--- config.mk ---
export PLATFORM = sky130hd
export DESIGN_NAME = escaped_path_validator_core
export DESIGN_NICKNAME = d
export VERILOG_FILES = /design/src/sv/epv_pkg.sv /design/src/sv/epv_step.sv /design/src/sv/escaped_path_validator_core.sv
export SDC_FILE = /design/constraint.sdc
export NUM_CORES = 1
export LEC_CHECK = 0
export ABC_AREA = 0
export BUFFER_PORTS_ARGS = -buffer_cell sky130_fd_sc_hd__buf_2
export CAP_MARGIN = 40
export CELL_PAD_IN_SITES_DETAIL_PLACEMENT = 1
export CELL_PAD_IN_SITES_GLOBAL_PLACEMENT = 2
export CORE_MARGIN = 2
export CORE_UTILIZATION = 41
export CTS_BUF_LIST = sky130_fd_sc_hd__clkbuf_4 sky130_fd_sc_hd__clkbuf_8
export CTS_CLUSTER_DIAMETER = 80
export CTS_CLUSTER_SIZE = 16
export DETAILED_ROUTE_END_ITERATION = 8
export GPL_TIMING_DRIVEN = 0
export PLACE_DENSITY = 0.87
export SLEW_MARGIN = 0
export SYNTH_ARGS = -nofsm -noshare
export SYNTH_HDL_FRONTEND = slang
export SYNTH_SLANG_ARGS = --single-unit
--- constraint.sdc ---
create_clock -name clk -period 6 [get_ports clk]
set_input_delay 0.9 -clock clk [delete_from_list [all_inputs] [get_ports clk]]
set_output_delay 0.9 -clock clk [all_outputs]
set_load 0.05 [all_outputs]
--- src/sv/epv_pkg.sv ---
package epv_pkg;

	localparam int unsigned CH_W   = 8;
	localparam int unsigned RULE_W = 2;
	localparam int unsigned IDX_W  = 2;

	// config register indexes
	localparam logic [IDX_W-1:0] CFG_START_RULE   = 2'd0;
	localparam logic [IDX_W-1:0] CFG_END_RULE     = 2'd1;
	localparam logic [IDX_W-1:0] CFG_PATTERN_RULE = 2'd2;

	// rule codes (2-bit two's complement); anything else means no rule
	localparam logic [RULE_W-1:0] RULE_MUST     = 2'b01;
	localparam logic [RULE_W-1:0] RULE_MUST_NOT = 2'b11;

	// scanner phases
	localparam logic [2:0] PH_NORMAL = 3'd0;
	localparam logic [2:0] PH_ESC    = 3'd1;
	localparam logic [2:0] PH_OCT2   = 3'd2;
	localparam logic [2:0] PH_OCT3   = 3'd3;
	localparam logic [2:0] PH_FAIL   = 3'd4;

	localparam logic [CH_W-1:0] CH_NUL    = 8'h00;
	localparam logic [CH_W-1:0] CH_SPACE  = 8'h20;
	localparam logic [CH_W-1:0] CH_DEL    = 8'h7F;
	localparam logic [CH_W-1:0] CH_SLASH  = 8'h2F;
	localparam logic [CH_W-1:0] CH_BSLASH = 8'h5C;
	localparam logic [CH_W-1:0] CH_ZERO   = 8'h30;
	localparam logic [CH_W-1:0] CH_THREE  = 8'h33;
	localparam logic [CH_W-1:0] CH_SEVEN  = 8'h37;

	typedef struct packed {
		logic [RULE_W-1:0] start_rule;
		logic [RULE_W-1:0] end_rule;
		logic [RULE_W-1:0] pattern_rule;
	} epv_rules_t;

	typedef struct packed {
		logic [2:0] phase;
		logic [4:0] octal_prefix;
		logic       at_first_byte;
		logic       last_was_slash;
		logic       saw_pattern;
	} epv_state_t;

	localparam epv_state_t STATE_CLEAR = '{
		phase: PH_NORMAL, octal_prefix: 5'd0, at_first_byte: 1'b1,
		last_was_slash: 1'b0, saw_pattern: 1'b0
	};

	function automatic logic slash_ok(input logic [RULE_W-1:0] rule, input logic is_slash);
		logic r;
		case (rule)
			RULE_MUST:     r = is_slash;
			RULE_MUST_NOT: r = !is_slash;
			default:       r = 1'b1;
		endcase
		return r;
	endfunction

	function automatic logic is_wildcard(input logic [CH_W-1:0] c);
		return (c == 8'h24) || (c == 8'h2B) || (c == 8'h3F) || (c == 8'h2A) ||
		       (c == 8'h40) || (c == 8'h78) || (c == 8'h58) || (c == 8'h61) ||
		       (c == 8'h41) || (c == 8'h2D);
	endfunction

endpackage

--- src/sv/epv_step.sv ---
module epv_step import epv_pkg::*; (
	input  epv_state_t        cur,
	input  epv_rules_t        rules,
	input  logic [CH_W-1:0]   ch,
	output epv_state_t        nxt,
	output logic              ok
);

	logic       is_slash;
	logic       is_octal;
	logic [7:0] oct_val;
	logic [2:0] phase_in;

	assign is_slash = (ch == CH_SLASH);
	assign is_octal = (ch >= CH_ZERO) && (ch <= CH_SEVEN);
	assign oct_val  = {cur.octal_prefix, ch[2:0]};

	// verdict for a terminating NUL
	always_comb begin
		if (cur.at_first_byte) begin
			ok = slash_ok(rules.start_rule, 1'b0) && slash_ok(rules.end_rule, 1'b0);
		end else begin
			ok = slash_ok(rules.end_rule, cur.last_was_slash);
		end
		if (cur.phase != PH_NORMAL) begin
			ok = 1'b0;
		end
		if ((rules.pattern_rule == RULE_MUST) && !cur.saw_pattern) begin
			ok = 1'b0;
		end
	end

	always_comb begin
		nxt = cur;
		phase_in = cur.phase;
		if (ch == CH_NUL) begin
			nxt = STATE_CLEAR;
		end else begin
			if (cur.at_first_byte && !slash_ok(rules.start_rule, is_slash)) begin
				phase_in = PH_FAIL;
			end
			nxt.at_first_byte  = 1'b0;
			nxt.last_was_slash = is_slash;
			nxt.phase          = phase_in;
			case (phase_in)
				PH_NORMAL: begin
					if (ch == CH_BSLASH) begin
						nxt.phase = PH_ESC;
					end else if ((ch <= CH_SPACE) || (ch >= CH_DEL)) begin
						nxt.phase = PH_FAIL;
					end
				end
				PH_ESC: begin
					if (ch == CH_BSLASH) begin
						nxt.phase = PH_NORMAL;
					end else if (is_wildcard(ch)) begin
						if (rules.pattern_rule == RULE_MUST_NOT) begin
							nxt.phase = PH_FAIL;
						end else begin
							nxt.saw_pattern = 1'b1;
							nxt.phase       = PH_NORMAL;
						end
					end else if ((ch >= CH_ZERO) && (ch <= CH_THREE)) begin
						nxt.octal_prefix = {ch[1:0], 3'd0};
						nxt.phase        = PH_OCT2;
					end else begin
						nxt.phase = PH_FAIL;
					end
				end
				PH_OCT2: begin
					if (is_octal) begin
						nxt.octal_prefix = {cur.octal_prefix[4:3], ch[2:0]};
						nxt.phase        = PH_OCT3;
					end else begin
						nxt.phase = PH_FAIL;
					end
				end
				PH_OCT3: begin
					if (is_octal && (oct_val != 8'd0) &&
					    ((oct_val <= CH_SPACE) || (oct_val >= CH_DEL))) begin
						nxt.phase = PH_NORMAL;
					end else begin
						nxt.phase = PH_FAIL;
					end
					nxt.octal_prefix = 5'd0;
				end
				default: begin
					nxt.phase = PH_FAIL;
				end
			endcase
		end
	end

endmodule

--- src/sv/escaped_path_validator_core.sv ---
// Escaped path name checker. Bytes of a name enter on the in_* channel, one
// beat per byte, the name closed by a NUL byte; for each NUL a single beat
// leaves on the out_* channel carrying path_ok (1 accept, 0 reject). Plain
// bytes must be printable non-space ASCII; a backslash must introduce "\\",
// a wildcard character or a three-digit octal escape for a nonzero value
// not allowed plain. The three rule registers (0 start, 1 end, 2 pattern;
// 2-bit signed, 1 = required, -1 = forbidden, otherwise no rule) are written
// through cfg_* and should only be changed between names while nothing is
// in flight. The block takes one byte per clock unless in_stall is raised:
// a byte in the input register is decoded against the scanner state by one
// step of logic; as it leaves, the state updates and a NUL's verdict enters
// the result register. in_stall rises only when a NUL sits in the input
// register while a previous verdict is still stalled at the output.
module escaped_path_validator_core import epv_pkg::*; (
	input  logic              clk,
	input  logic              arst_n,
	// byte channel
	input  logic              in_valid,
	output logic              in_stall,
	input  logic [CH_W-1:0]   ch,
	// verdict channel
	output logic              out_valid,
	input  logic              out_stall,
	output logic              path_ok,
	// rule registers
	input  logic              cfg_wr_en,
	input  logic [IDX_W-1:0]  cfg_index,
	input  logic [RULE_W-1:0] cfg_data
);

	logic [CH_W-1:0] ch_s1;
	logic            valid_s1;
	epv_rules_t      rules_q;
	epv_state_t      state_q;
	epv_state_t      state_nxt;
	logic            verdict;
	logic            is_nul_s1;
	logic            advance;
	logic            out_valid_q;
	logic            path_ok_q;

	assign is_nul_s1 = (ch_s1 == CH_NUL);
	// a non-NUL byte always drains; a NUL needs room in the result register
	assign advance   = valid_s1 && (!is_nul_s1 || !out_valid_q || !out_stall);
	assign in_stall  = valid_s1 && !advance;
	assign out_valid = out_valid_q;
	assign path_ok   = path_ok_q;

	epv_step u_step (
		.cur   (state_q),
		.rules (rules_q),
		.ch    (ch_s1),
		.nxt   (state_nxt),
		.ok    (verdict)
	);

	// rule registers
	always_ff @(posedge clk or negedge arst_n) begin
		if (!arst_n) begin
			rules_q <= '0;
		end else if (cfg_wr_en) begin
			case (cfg_index)
				CFG_START_RULE:   rules_q.start_rule   <= cfg_data;
				CFG_END_RULE:     rules_q.end_rule     <= cfg_data;
				CFG_PATTERN_RULE: rules_q.pattern_rule <= cfg_data;
				default:          rules_q              <= rules_q;
			endcase
		end
	end

	// input register
	always_ff @(posedge clk or negedge arst_n) begin
		if (!arst_n) begin
			valid_s1 <= 1'b0;
		end else if (!in_stall) begin
			valid_s1 <= in_valid;
		end
	end

	always_ff @(posedge clk) begin
		if (in_valid && !in_stall) begin
			ch_s1 <= ch;
		end
	end

	// scanner state
	always_ff @(posedge clk or negedge arst_n) begin
		if (!arst_n) begin
			state_q <= STATE_CLEAR;
		end else if (advance) begin
			state_q <= state_nxt;
		end
	end

	// result register
	always_ff @(posedge clk or negedge arst_n) begin
		if (!arst_n) begin
			out_valid_q <= 1'b0;
		end else if (advance && is_nul_s1) begin
			out_valid_q <= 1'b1;
		end else if (!out_stall) begin
			out_valid_q <= 1'b0;
		end
	end

	always_ff @(posedge clk) begin
		if (advance && is_nul_s1) begin
			path_ok_q <= verdict;
		end
	end

endmodule
==> flow_summary.yaml, run 1 <==
setup_path:
  critPathLaunchType: "flip-flop"
  path_max_fanout: 10
  arrival_ps: 2410
  worstReg2RegStart: "ch_s1[2]"
  r2r_end: "state_q[5]"
  cp-end-kind: "output port"
  reg2reg_slack_ps: 3580
  critical_path_class: "reg -> out"
  required_ps: 5100
  r2r_cells: 7
cells_and_area:
  layout-drive-gt1-share: 0.258
  n_antenna_cell: 0
  multiInputGateArea_sq_um: 706
  fin_nets: 181
  area_growth_pct: 12.6
  regArea_sq_um: 747
  stdcell_count: 209
  fin_util: 0.493
  nFillCells: 396
  final_area_sq_mm: 0.00168
drt:
  vias_per_cell: 5.67
  num_vias: 1185
  detail_route.wl_per_cell_microns: 17.0
  wl_mm: 3.55
  drtIter0Drc: 42
  final_antenna_net_count: 0
  dr.pass1.iters: 5
  route.detailed.drc: 0
floorplan:
  core_area_sq_mm: 0.00342
  fp.dieArea_sq_mm: 0.00414
  die_w_microns: 64.4
  io-pin-count: 20
  start_util: 0.437
  die_height_microns: 64.4
  rows: 21
synthesis:
  synth_compound_area_frac: 0.150
  ys_warn_count: 0
  synthFlopType: "dfrtp_1"
  synth_top_family_by_area: "simple AND/OR/NAND/NOR gates"
  synth-simple-area-share: 0.245
  avgSynthCellArea_sq_um: 10.7
  synthXorXnorAreaFrac: 0.0117
  ys_ff_latch: 28
  netlist_area_sq_mm: 0.00149
  netlist_instances: 140
  synth_top_area_share: 0.302
  ys_async_sr_fraction: 0.679
  yosys-top-cells-area: "dfrtp_1 (30%), edfxtp_1 (18%), mux2_2 (4.5%)"
  ys_seq_area_frac: 0.500
  synth-adder-area-share: 0
  synth.mux.area_fraction: 0.0653
  synth_edf_count: 9
  synth_common_cells: "dfrtp_1 (18), nand2_1 (14), edfxtp_1 (9), nor2_1 (8)"
  synthDistinctLibCells: 47
  yosysMostFrequentCell: "dfrtp_1"
  synth_nets: 157
  yosys.area.top_type: "dfrtp_1"
clock_network:
  cts_buffers: 3
  cts_tree: "built"
  cts_buffer_depth: 2
  cts_hold_buf: 0
  path_clk_slew_ps: 150
  cts-resized-gates: 0
  cts_max_level: 1
  clock_latency_ps: 340
  cts_root_buf: "clkbuf_4"
  post-cts-setup-buffers: 0
  cts.sinks: 28
run:
  drv_cap: 0
grt:
  antenna_found_initial: 0
  gr-usage-all-layers: 0.191
  grt_pass1_wl_mm: 6.01
  gr-usage-met1: 0.248
  busiest_layer: "met2"
  gr-usage-met2: 0.316
  grt_max_degree: 20
  first_global_vias: 1257
  overflow: 0
  grtUsageMet3: 0.0282
sta:
  maxSlewHeadroom: 0.589
  hold_viol_final: 0
  tns_ps: 0
  fin_skew_ps: 5.23
  worstMarginPinSlew_ps: 611
  min_period_ps: 3310
  max_freq_mhz: 302
  finalCritPeriodShare: 0.551
  slew_violations: 0
  rsz0062_at_grt: "false"
  finalSetupViolations: 0
placement:
  port_buffers: 19
  hpwl_mm: 2.74
  dp_cells: 205
  place_congestion: 0.813
  placed_area_sq_mm: 0.00165
power:
  seqPwrFrac: 0.612
  power_density_mw_per_mm2: 218
  p_switching_uw: 96.5
  p_int_uw: 271
  p_sw_frac: 0.263
  power_frac_clock: 0.260
  p_leak_uw: 0.000680
  combPwrFrac: 0.128
  p_total_uw: 367
  ir_drop_mv: 0.106
min_path:
  hp-class: "in -> async"
run_status:
  status: "finished, final reports clean"
layout by cell type, fill, tap and decap left out, types with 4 or more instances in the layout:
cell      instances
buf_2            19
dfrtp_1          18
nand2_1          14
edfxtp_1          9
nor2_1            8
inv_1             6
mux2_2            6
clkbuf_1          5
nand3_1           5
nor2b_1           4
nand2b_1          4
a21oi_1           4
nand4_1           4
cell families after synthesis:
group                     Yosys count
muxes                               9
buffers and inverters              11
DFF                                28
AOI/OAI and AO/OA                  28
xor gates and xnor gates            2
and+or+nand+nor                    62
how the worst max path moves through the flow:
stage / startpoint / endpoint / slack [ps]
final: ch_s1[1] / in_stall / 2690
after global routing: ch_s1[1] / in_stall / 2540
after CTS: ch_s1[1] / in_stall / 2720
after detailed placement: ch_s1[1] / in_stall / 3130
after global placement: ch_s1[1] / in_stall / 3150
after floorplan: ch_s1[1] / in_stall / 3520
stage by stage:
stage	worst slack [ps]	hold WS (ps)
2_1_floorplan	3520	435
3_3_place_gp	3150	470
3_5_place_dp	3130	479
4_1_cts	2720	489
5_1_grt	2540	488
6_report	2690	476
layer usage:
layer / part of all wire / up-vias / wire length [microns]
met3: 0.037 / 9 / 130
met2: 0.49 / 24 / 1730
li1: - / 569 / -
met1: 0.45 / 583 / 1590
met4: 0.026 / 0 / 93
met5: 0 / - / 0
state kept, by name, indices dropped and copies added (netlist names):
name,flops
out_valid,1
valid_s1,1
state_q,11
path_ok,1
rules_q,6
ch_s1,8
worst max-delay path, stage by stage, from the launching register on:
cell,delay (ps)
edfxtp_1,380
clkbuf_1,240
nor4_1,450
nand2_1,300
nor2_1,250
nand2_1,130
inv_1,70
buf_2,250
power groups by stage:
stage | logic [uW] | clock network (uW) | registers (uW)
6_report | 46.9 | 95.6 | 225
5_1_grt | 52.4 | 105 | 228
4_1_cts | 47.4 | 97.1 | 225
3_5_place_dp | 46.9 | 0 | 229
3_3_place_gp | 44.3 | 0 | 228
2_1_floorplan | 31.4 | 0 | 225
cell type report:
class | count | share of cell area
sequential | 28 | 0.444
multi-input combinational | 101 | 0.419
timing repair buffer | 19 | 0.0565
tap | 46 | 0.0342
clock buffer | 4 | 0.0216
inverter | 6 | 0.0134
buffer | 5 | 0.0112
Power figures use the tool's default switching activity.
==> run 2: changes to the inputs <==
--- a/config.mk
+++ b/config.mk
@@ -11,13 +11,13 @@
 export CELL_PAD_IN_SITES_DETAIL_PLACEMENT = 1
 export CELL_PAD_IN_SITES_GLOBAL_PLACEMENT = 2
 export CORE_MARGIN = 2
-export CORE_UTILIZATION = 41
+export CORE_UTILIZATION = 38
 export CTS_BUF_LIST = sky130_fd_sc_hd__clkbuf_4 sky130_fd_sc_hd__clkbuf_8
 export CTS_CLUSTER_DIAMETER = 80
 export CTS_CLUSTER_SIZE = 16
 export DETAILED_ROUTE_END_ITERATION = 8
 export GPL_TIMING_DRIVEN = 0
-export PLACE_DENSITY = 0.87
+export PLACE_DENSITY = 0.82
 export SLEW_MARGIN = 0
 export SYNTH_ARGS = -nofsm -noshare
 export SYNTH_HDL_FRONTEND = slang
==> constraint.sdc (replaced) <==
create_clock -name clk -period 3.3 [get_ports clk]
set_input_delay 0.495 -clock clk [delete_from_list [all_inputs] [get_ports clk]]
set_output_delay 0.495 -clock clk [all_outputs]
set_load 0.05 [all_outputs]
==> run 2 against run 1 <==
Worst setup slack lost 2200 ps. Clock skew is essentially flat. Final area grew 2.2%. Highest routed layer unchanged. Power increased by 110%. Die area rose by 7.4%. Core utilization shrank 3.0 points. Final cell count rose by 0.96%. Global-route usage down 1.3 points. Clock power grew to 2.9 times the previous value. Flip-flop and latch count is the same. Sequential power grew 83%. Non-clock buffer count is the same.
==> flow_summary.yaml, run 2 (synthesis results as in run 1) <==
sta:
  max_freq_mhz: 352
  tns_ps: 0
  worstMarginPinSlew_ps: 621
  finalSetupViolations: 0
  fin_skew_ps: 5.07
  slew_violations: 0
  maxSlewHeadroom: 0.581
  hold_viol_final: 0
  min_period_ps: 2840
  finalCritPeriodShare: 0.861
  rsz0062_at_grt: "false"
clock_network:
  cts_root_buf: "clkbuf_8"
  clock_latency_ps: 280
  path_clk_slew_ps: 100
  cts-resized-gates: 0
  cts_tree: "built"
  cts_max_level: 1
  cts_buffers: 3
  cts_buffer_depth: 2
  cts_hold_buf: 0
  cts.sinks: 28
  post-cts-setup-buffers: 0
floorplan:
  die_w_microns: 66.7
  fp.dieArea_sq_mm: 0.00445
  rows: 22
  io-pin-count: 20
  core_area_sq_mm: 0.00372
  start_util: 0.402
  die_height_microns: 66.7
setup_path:
  critPathLaunchType: "flip-flop"
  path_max_fanout: 10
  critical_path_class: "reg -> out"
  reg2reg_slack_ps: 840
  cp-end-kind: "output port"
  required_ps: 2800
  arrival_ps: 2350
drt:
  wl_mm: 3.57
  dr.pass1.iters: 4
  final_antenna_net_count: 0
  detail_route.wl_per_cell_microns: 16.9
  route.detailed.drc: 0
  vias_per_cell: 5.66
  num_vias: 1194
  drtIter0Drc: 96
cells_and_area:
  reg.largest.list: "state_q (11), ch_s1 (8), rules_q (6)"
  fin_nets: 181
  final_common_cell: "buf_2"
  area_growth_pct: 15.2
  regMostFlops: "state_q"
  layout-drive-gt1-share: 0.258
  largest_reg_flops: 11
  n_antenna_cell: 0
  layout_common_cells: "buf_2 (19), dfrtp_1 (18), nand2_1 (14), edfxtp_1 (9), nor2_1 (8)"
grt:
  grt_max_degree: 20
  overflow: 0
  antenna_found_initial: 0
  first_global_vias: 1200
  gr-usage-all-layers: 0.178
  grt_pass1_wl_mm: 5.82
min_path:
  hp-class: "in -> async"
run:
  drv_cap: 0
power:
  power_density_mw_per_mm2: 448
  ir_drop_mv: 0.355
  p_total_uw: 771
  p_leak_uw: 0.000695
placement:
  hpwl_mm: 2.78
  place_congestion: 0.872
  port_buffers: 19
run_status:
  status: "finished, final reports clean"
[run 2: critical path, cell delays in order (launching register included)]
cell and delay, ps:
edfxtp_1 370, clkbuf_1 220, nor4_1 420, nand2_1 280, nor2_1 290, nand2_1 150, inv_1 80, buf_2 250
[run 2: report_power, final]
| part | switching (uW) | internal, uW |
|---|---|---|
| Clock | 112 | 163 |
| Sequential | 24.3 | 386 |
| Combinational | 47.1 | 38.5 |
[run 2: layer usage]
metal  vias to the layer above  global-route usage  routed length [microns]
met5                         -                   0                        0
met4                         0              0.0536                       23
met3                         2              0.0405                      174
met2                        32               0.305                     1780
met1                       591               0.224                     1590
li1                        569                   -                        -
[run 2: through the flow]
stage	hold slack [ps]	std cells	setup WS (ps)	util	cell area, sq um
after floorplan	199	140	1120	-	1490
after global placement	457	207	866	0.444	1650
after detailed placement	466	207	836	0.444	1650
after CTS	162	211	498	0.463	1720
after global routing	169	211	198	0.463	1720
final	144	211	458	0.463	1720
[run 2: cell type report]
type / count / area (sq um)
Inverter: 6 / 22.5
Clock buffer: 3 / 41.3
Tap cell: 48 / 60.1
Buffer: 5 / 18.8
Sequential cell: 28 / 747
Multi-Input combinational cell: 101 / 706
Fill cell: 437 / 2000
Timing Repair Buffer: 19 / 95.1
Clock inverter: 1 / 30.0
[run 2: final timing paths]
check / from / to / cells past startpoint
worst max register to register: ch_s1[0] / state_q[5] / 7
worst max-delay path: ch_s1[1] / in_stall / 7
worst min-delay path: arst_n / state_q[0] / 1
min in group clk: ch[6] / ch_s1[6] / 1
worst min register to register: state_q[1] / state_q[1] / 2
max in group asynchronous: arst_n / state_q[2] / 1
==> run 3: changes to the inputs <==
--- a/config.mk
+++ b/config.mk
@@ -11,7 +11,7 @@
 export CELL_PAD_IN_SITES_DETAIL_PLACEMENT = 1
 export CELL_PAD_IN_SITES_GLOBAL_PLACEMENT = 2
 export CORE_MARGIN = 2
-export CORE_UTILIZATION = 38
+export CORE_UTILIZATION = 39
 export CTS_BUF_LIST = sky130_fd_sc_hd__clkbuf_4 sky130_fd_sc_hd__clkbuf_8
 export CTS_CLUSTER_DIAMETER = 80
 export CTS_CLUSTER_SIZE = 16
@@ -21,4 +21,5 @@
 export SLEW_MARGIN = 0
 export SYNTH_ARGS = -nofsm -noshare
 export SYNTH_HDL_FRONTEND = slang
+export SYNTH_HIERARCHICAL = 1
 export SYNTH_SLANG_ARGS = --single-unit
==> run 3 against run 2 <==
Global-route usage decreased by 1.5 points. Combinational power grew 3.0%. Critical path type is now reg -> reg. Clock power is 2% lower. Largest cell class is now multi-input gates. Wire length is 1.8% higher. Final cell count grew 6.6%. Synthesized area rose by 11%. Non-clock buffer count is 1 higher. Flip-flop and latch count stayed put. Count of clock-buffer cells in the layout did not move. Final area is 9.8% higher.
==> flow_summary.yaml, run 3 <==
grt:
  antenna_found_initial: 0
  grt_pass1_wl_mm: 6.36
  overflow: 0
  grt_max_degree: 20
  gr-usage-all-layers: 0.163
  first_global_vias: 1312
placement:
  port_buffers: 19
  place_ws_ps: 691
  hpwl_mm: 2.78
  dp_cells: 221
  place_congestion: 0.755
synthesis:
  synth_nets: 168
  yosys-top-cells-area: "dfrtp_1 (27%), edfxtp_1 (16%), mux2_4 (9.1%)"
  synthXorXnorAreaFrac: 0.0106
  synth_compound_area_frac: 0.110
  ys_seq_area_frac: 0.451
  ys_async_sr_fraction: 0.679
  yosysMostFrequentCell: "dfrtp_1"
  netlist_instances: 151
  synth_top_family_by_area: "simple AND/OR/NAND/NOR gates"
  synth_edf_count: 9
  synth_top_area_share: 0.272
  avgSynthCellArea_sq_um: 11.0
  netlist_area_sq_mm: 0.00166
  synth.mux.area_fraction: 0.138
  ys_ff_latch: 28
  ys_warn_count: 6
  synthFlopType: "dfrtp_1"
  synthDistinctLibCells: 52
  yosys.area.top_type: "dfrtp_1"
  synth-adder-area-share: 0
  synth-simple-area-share: 0.259
  synth_common_cells: "dfrtp_1 (18), nand2_1 (14), mux2_4 (10), nor2_1 (10), edfxtp_1 (9)"
clock_network:
  cts_max_level: 1
  cts_buffer_depth: 2
  cts-resized-gates: 0
  post-cts-setup-buffers: 0
  cts.sinks: 28
  cts_buffers: 3
  cts_tree: "built"
  cts_hold_buf: 0
  clock_latency_ps: 270
  cts_root_buf: "clkbuf_8"
  path_clk_slew_ps: 100
cells_and_area:
  layout_common_cells: "buf_2 (20), dfrtp_1 (18), nand2_1 (14), nor2_1 (10), mux2_4 (10)"
  regMostFlops: "state_q"
  stdcell_count: 225
  largest_reg_flops: 11
  layout-drive-gt1-share: 0.337
  n_antenna_cell: 0
  final_common_cell: "buf_2"
  area_growth_pct: 14.1
  reg.largest.list: "state_q (11), ch_s1 (8), rules_q (6)"
  fin_nets: 193
floorplan:
  io-pin-count: 20
  rows: 23
  fp.dieArea_sq_mm: 0.00478
  die_height_microns: 69.2
  core_area_sq_mm: 0.00403
  start_util: 0.411
  die_w_microns: 69.2
setup_path:
  path_max_fanout: 8
  critical_path_class: "reg -> reg"
  worst-path-buf-inv: 0
  cp_top_family: "simple AND/OR/NAND/NOR gates"
  crit_path_start: "ch_s1[6]"
  worstSetupEndpoint: "state_q[4]"
  r2r_cells: 6
  required_ps: 3470
  crit_chain: "or4b_4 > or3_4 > a41oi_2 > nand2_1 > a32o_1 > mux2_4"
  reg2reg_slack_ps: 660
  r2r_end: "state_q[4]"
  cp-end-kind: "flip-flop"
  slowest_delay_ps: 600
  cp_slowest_cell: "or4b_4"
  critPathLaunchType: "flip-flop"
  critical_path_depth: 6
  worstReg2RegStart: "ch_s1[6]"
  arrival_ps: 2810
min_path:
  hp-class: "in -> async"
drt:
  dr.pass1.iters: 4
  drtIter0Drc: 42
  route.detailed.drc: 0
  final_antenna_net_count: 0
  vias_per_cell: 5.67
  detail_route.wl_per_cell_microns: 16.2
  num_vias: 1276
  wl_mm: 3.64
sta:
  tns_ps: 0
  fin_ws_ps: 656
  finalCritPeriodShare: 0.801
  finalSetupViolations: 0
  slew_violations: 0
  fin_skew_ps: 4.20
  hold_viol_final: 0
  max_freq_mhz: 378
  rsz0062_at_grt: "false"
  worstMarginPinSlew_ps: 777
  maxSlewHeadroom: 0.479
  min_period_ps: 2640
power:
  power_density_mw_per_mm2: 404
  ir_drop_mv: 0.289
  p_leak_uw: 0.000782
run_status:
  status: "finished, final reports clean"
run:
  drv_cap: 0
-- run 3: area by class of cell --
class	instances	area, sq um
plain buffers	5	40.0
well taps	50	62.6
clock buffers	3	41.3
flip-flops and latches	28	747
inverters	3	11.3
fillers	454	2140
repair buffers	20	100
multi-input cells	115	857
clock inverters	1	30.0
-- run 3: routing by layer --
layer	up-vias	GRT usage	part of all wire
met3	2	0.0307	0.026
li1	626	-	-
met1	631	0.217	0.48
met2	17	0.281	0.48
met5	-	0	0
met4	0	0.0261	0.0066
-- run 3: kinds of logic (layout without fill, tap and decap cells) --
family	count (synthesis)	after routing
AND/OR/NAND/NOR	72	72
AO/OA/AOI/OAI	24	24
buffers and inverters	8	32
XOR/XNOR	2	2
flip-flops	28	28
multiplexers	17	17
-- run 3: power breakdown --
group          leakage (uW)  internal, uW  switching [uW]
Sequential         0.000319           383            22.8
Combinational      0.000428          43.3            44.9
Clock             0.0000357           162             106
Total              0.000782           588             174
-- run 3: stage by stage --
step / util / hold slack [ps] / instance area, sq um / total power [uW]
after global placement: 0.450 / 461 / 1810 / 495
after detailed placement: 0.451 / 471 / 1820 / 502
after floorplan: - / 199 / 1660 / 466
final: 0.469 / 154 / 1890 / 762
after CTS: 0.469 / 159 / 1890 / 778
after global routing: 0.469 / 185 / 1890 / 798
-- run 3: worst min path at each step --
stage / from / to / slack, ps / depth (start not counted)
detailed placement: arst_n / rules_q[0] / 470 / 1
finish: arst_n / state_q[6] / 150 / 1
global route: arst_n / valid_s1 / 180 / 1
CTS: arst_n / valid_s1 / 160 / 1
floorplan: arst_n / out_valid / 200 / 0
global placement: arst_n / rules_q[1] / 460 / 1
